===== config.mk =====
export PLATFORM = sky130hd
export DESIGN_NAME = rcws_div
export DESIGN_NICKNAME = d
export VERILOG_FILES = /design/src/hw/rtl/rcws_div.sv
export SDC_FILE = /design/constraint.sdc
export NUM_CORES = 2
export LEC_CHECK = 0
export ABC_CLOCK_PERIOD_IN_PS = 6100
export BUFFER_PORTS_ARGS = -buffer_cell sky130_fd_sc_hd__buf_2
export CORE_MARGIN = 5
export CORE_UTILIZATION = 25
export CTS_CLUSTER_DIAMETER = 50
export DETAILED_ROUTE_END_ITERATION = 12
export SLEW_MARGIN = 20
export SYNTH_ARGS = -nofsm -noshare
export SYNTH_HDL_FRONTEND = slang
export SYNTH_SLANG_ARGS = --single-unit

===== constraint.sdc =====
create_clock -name clk -period 6.1 [get_ports clk]
set_input_delay 0.61 -clock clk [delete_from_list [all_inputs] [get_ports clk]]
set_output_delay 0.61 -clock clk [all_outputs]
set_load 0.005 [all_outputs]

===== src/hw/rtl/rcws_div.sv =====
// ----------------------------------------------------------------------------
// rcws_div
// Pipelined restoring divider, one quotient bit per stage. The starting
// remainder must be below the divisor.
// ----------------------------------------------------------------------------
module rcws_div #(
    parameter int DEN_W  = 24,
    parameter int QUO_W  = 24,
    parameter int SIDE_W = 1
) (
    input  logic              clk,
    input  logic              rst_n,
    input  logic              en,
    input  logic              in_valid,
    input  logic [DEN_W-1:0]  in_rem,
    input  logic [QUO_W-1:0]  in_low,
    input  logic [DEN_W-1:0]  in_den,
    input  logic [SIDE_W-1:0] in_side,
    output logic              out_valid,
    output logic [QUO_W-1:0]  out_quo,
    output logic [SIDE_W-1:0] out_side
);

    logic [DEN_W-1:0]  rem_reg  [QUO_W];
    logic [QUO_W-1:0]  low_reg  [QUO_W];
    logic [QUO_W-1:0]  quo_reg  [QUO_W];
    logic [DEN_W-1:0]  den_reg  [QUO_W];
    logic [SIDE_W-1:0] side_reg [QUO_W];
    logic              valid_reg [QUO_W];

    genvar i;
    generate
        for (i = 0; i < QUO_W; i++)
        begin : g_stage
            logic [DEN_W-1:0]  rem_in;
            logic [QUO_W-1:0]  low_in;
            logic [QUO_W-1:0]  quo_in;
            logic [DEN_W-1:0]  den_in;
            logic [SIDE_W-1:0] side_in;
            logic              valid_in;
            logic [DEN_W:0]    sh;
            logic              ge;
            logic [DEN_W-1:0]  rem_next;

            if (i == 0)
            begin : g_first
                assign rem_in   = in_rem;
                assign low_in   = in_low;
                assign quo_in   = '0;
                assign den_in   = in_den;
                assign side_in  = in_side;
                assign valid_in = in_valid;
            end
            else
            begin : g_rest
                assign rem_in   = rem_reg[i-1];
                assign low_in   = low_reg[i-1];
                assign quo_in   = quo_reg[i-1];
                assign den_in   = den_reg[i-1];
                assign side_in  = side_reg[i-1];
                assign valid_in = valid_reg[i-1];
            end

            assign sh       = {rem_in, low_in[QUO_W-1]};
            assign ge       = (sh >= {1'b0, den_in});
            assign rem_next = ge ? DEN_W'(sh - {1'b0, den_in}) : sh[DEN_W-1:0];

            always_ff @(posedge clk or negedge rst_n)
            begin
                if (!rst_n)
                begin
                    valid_reg[i] <= 1'b0;
                end
                else if (en)
                begin
                    valid_reg[i] <= valid_in;
                end
            end

            always_ff @(posedge clk)
            begin
                if (en)
                begin
                    rem_reg[i]  <= rem_next;
                    low_reg[i]  <= {low_in[QUO_W-2:0], 1'b0};
                    quo_reg[i]  <= {quo_in[QUO_W-2:0], ge};
                    den_reg[i]  <= den_in;
                    side_reg[i] <= side_in;
                end
            end
        end
    endgenerate

    assign out_valid = valid_reg[QUO_W-1];
    assign out_quo   = quo_reg[QUO_W-1];
    assign out_side  = side_reg[QUO_W-1];

endmodule


==> out/results.ini <==
[outcome]
status=completed

[logic_synthesis]
syn_avg_cell_area_sq_um=12.6
synth_compound_area_frac=0.117
synthMuxAreaShare=0.0448
synth_xor_area_frac=0.0440
synthAdderAreaFrac=0.0882
synth_edf_count=1704
synth_cell_types=87
yosys.area.top_type_share=0.589
synth_flop_cell=edfxtp_1
synth-simple-area-share=0.0729
yosysTopAreaCell=edfxtp_1
async_flop_share=0.0139
ys_seq_elements=1728
synthCells=6886
yosysWarnings=0
synth_fp_nets=7562
synth_sequential_area_ratio=0.596
ys_top_cells_by_area=edfxtp_1, ha_1, inv_1
netlist_area_sq_um=86900
synth_top_family_by_area=compound AO/OA/AOI/OAI gates

[floorplanning]
start_util=0.251
die-area_sq_um=360000
fp.dieW_um=600
fp.coreArea_sq_um=346000
fp-row-count=216
pin_count=103
die_h_um=600

[timing]
rsz0062_at_grt=no
period_minus_slack_ns=4.40
finalHoldViolCount=0
max-slew-margin-rel=0.310
holdWs_ns=0.0963
layout_worst_path_cycle_share=0.722
setup_violations=0
worstMarginPinSlew_ns=1.04
setup_tns_ns=0
slew_viol_final=0
max_freq_ghz=0.227
skew_ns=0.0915

[clock_tree]
ctsResizeCount=0
clkSlewWorstSetupHoldPaths_ns=0.06
root_buffer=clkbuf_16
cts.path.max_buffers=4
clock-sinks=1728
clk_latency_ns=0.91
cts_buffers=243
ctsHoldBuffers=50
postCtsSetupBuffers=0
cts_tree=done
htreeDepth=4

[global_routing]
overflow=0
grt_pass1_vias=53613
grt_start_max_net_pins=187
grt_pass1_wl_um=293000
grt_usage=0.0995
antenna_found_initial=1

[worst_setup_path]
cp_max_fo=25
crit_required_ns=6.74
r2r_start=den_reg[2][97]
cp-end-kind=register
criticalPathCategory=reg2reg
arrival_ns=5.04
crit_start=den_reg[2][97]
startpoint_type=register
r2r_setup_slack_ns=1.70

[cells_and_area]
regArea_sq_um=51800
drive_above_1_share=0.123
num-fill-cells=34563
diodes=0
multi_input_area_sq_um=31900
area_growth_pct=17.5
nets=7888

[drt]
drt-total-wl_um=185000
highest_layer=met4
wl_per_cell_um=15.5
num_vias=53380
first_pass_iters=5
wl_met1_um=81800
drt_iter0_markers=3535
final_antenna_net_count=0
viasPerCell=4.45
wl_met3_um=8060
wl_met2_um=88500
drc=0

[job]
max-cap-violations=0

[power]
leakage_uw=0.0401
p_per_area_nw_per_um2=531
ir_worst_vdd_v=0.000309

[hold_path]
hp-class=in2reg
hp-start=in_rem[13]

[placed_design]
placement.io_buffers=102
place_congestion=0.914
place_hpwl_um=133000

## worst max-delay path, stage by stage (launching register included)
cell	delay, ns
edfxtp_1	0.49
inv_1	0.08
ha_1	0.29
nor2b_1	0.15
o31a_1	0.27
o21ai_0	0.68
a211oi_1	0.19
o21ai_0	0.47
nand4_1	0.25
nand3_1	0.22
nor3_1	0.09
o21ai_2	0.12
buf_4	0.40
mux2_2	0.43
## metal layers
layer | GRT usage | vias to the layer above
met5 | 0 | -
met4 | 0.0384 | 0
met3 | 0.0159 | 394
met2 | 0.170 | 1177
met1 | 0.127 | 25650
li1 | - | 26159
## cells by family after synthesis
logic type / after synthesis
xor+xnor: 437
simple gates: 1328
mux: 328
flops: 1728
fa+ha+maj: 599
compound gates: 1619
buf+inv: 847
## through the flow
stage | cells | power, uW | setup slack, ns | util | area [sq um]
detailed placement | 11495 | 39800 | 1.70 | 0.269 | 93200
finish | 11992 | 54300 | 1.70 | 0.295 | 102000
CTS | 11992 | 54800 | 1.69 | 0.295 | 102000
floorplan | 6886 | 34500 | 2.85 | - | 86900
global route | 11992 | 57900 | 1.46 | 0.295 | 102000
global placement | 11494 | 39300 | 1.69 | 0.269 | 93200
## cell usage after synthesis (22+ instances only)
library cell     n
nor2_1         310
a21boi_0        22
fa_1            23
nand2b_1        85
a31oi_1         47
o31ai_1         38
nor2b_1         87
nand4_1         89
nand3_1         86
nor3_1          73
inv_1          725
and2_1          22
edfxtp_1      1704
a21oi_1        483
ha_1           576
nand2_1        432
mux2_4          61
a211oi_1        43
o21a_1          73
buf_2           28
o21bai_1        57
xnor2_1        264
and3_1          43
o21ai_0        418
clkbuf_1        76
mux2_2         241
o31a_1          30
mux2i_1         26
a21o_1         224
dfrtp_1         24
xor2_1         173
## path summary, 6_finish.rpt
check,to,depth (start not counted)
max in group asynchronous,g_stage[21].valid_in,2
min reg2reg,quo_reg[1][175],0
max reg2reg,rem_reg[2][123],13
max,rem_reg[2][123],13
min in group asynchronous,g_stage[4].valid_in,2
min,rem_reg[0][14],2
## final cells by class
| class | count | share of cell area |
|---|---|---|
| clock inverter | 178 | 0.0219 |
| multi-input combinational | 4311 | 0.313 |
| sequential | 1728 | 0.507 |
| tap | 4578 | 0.0561 |
| inverter | 726 | 0.0267 |
| clock buffer | 269 | 0.0608 |
| timing repair buffer | 202 | 0.0149 |
## report_power, final
group	switching, uW	total [uW]	internal (uW)
clock	5540	14500	8930
sequential	1560	18700	17100
combinational	11600	21200	9580
total	18700	54300	35600
## layout by cell type (no fill, tap or decap), drive strengths merged, types with 15 or more instances in the layout
cell	n
dfrtp	24
nand2	436
nand2b	85
o31ai	39
mux2	302
o211ai	21
or3	20
clkinvlp	26
mux2i	26
nand3	86
dlygate4sd3	50
xor2	173
o31a	30
bufinv	35
o21ai	430
buf	152
clkbuf	269
o21bai	57
a21o	224
xnor2	264
edfxtp	1704
nor2	310
nor3	74
a211oi	46
inv	768
and2	22
nand4	89
a31oi	48
fa	23
o21a	73
nor4	21
a21boi	23
or2	15
and3	43
a221oi	15
clkinv	75
ha	576
a211o	16
nor2b	87
a21oi	483
Power figures use the tool's default switching activity.
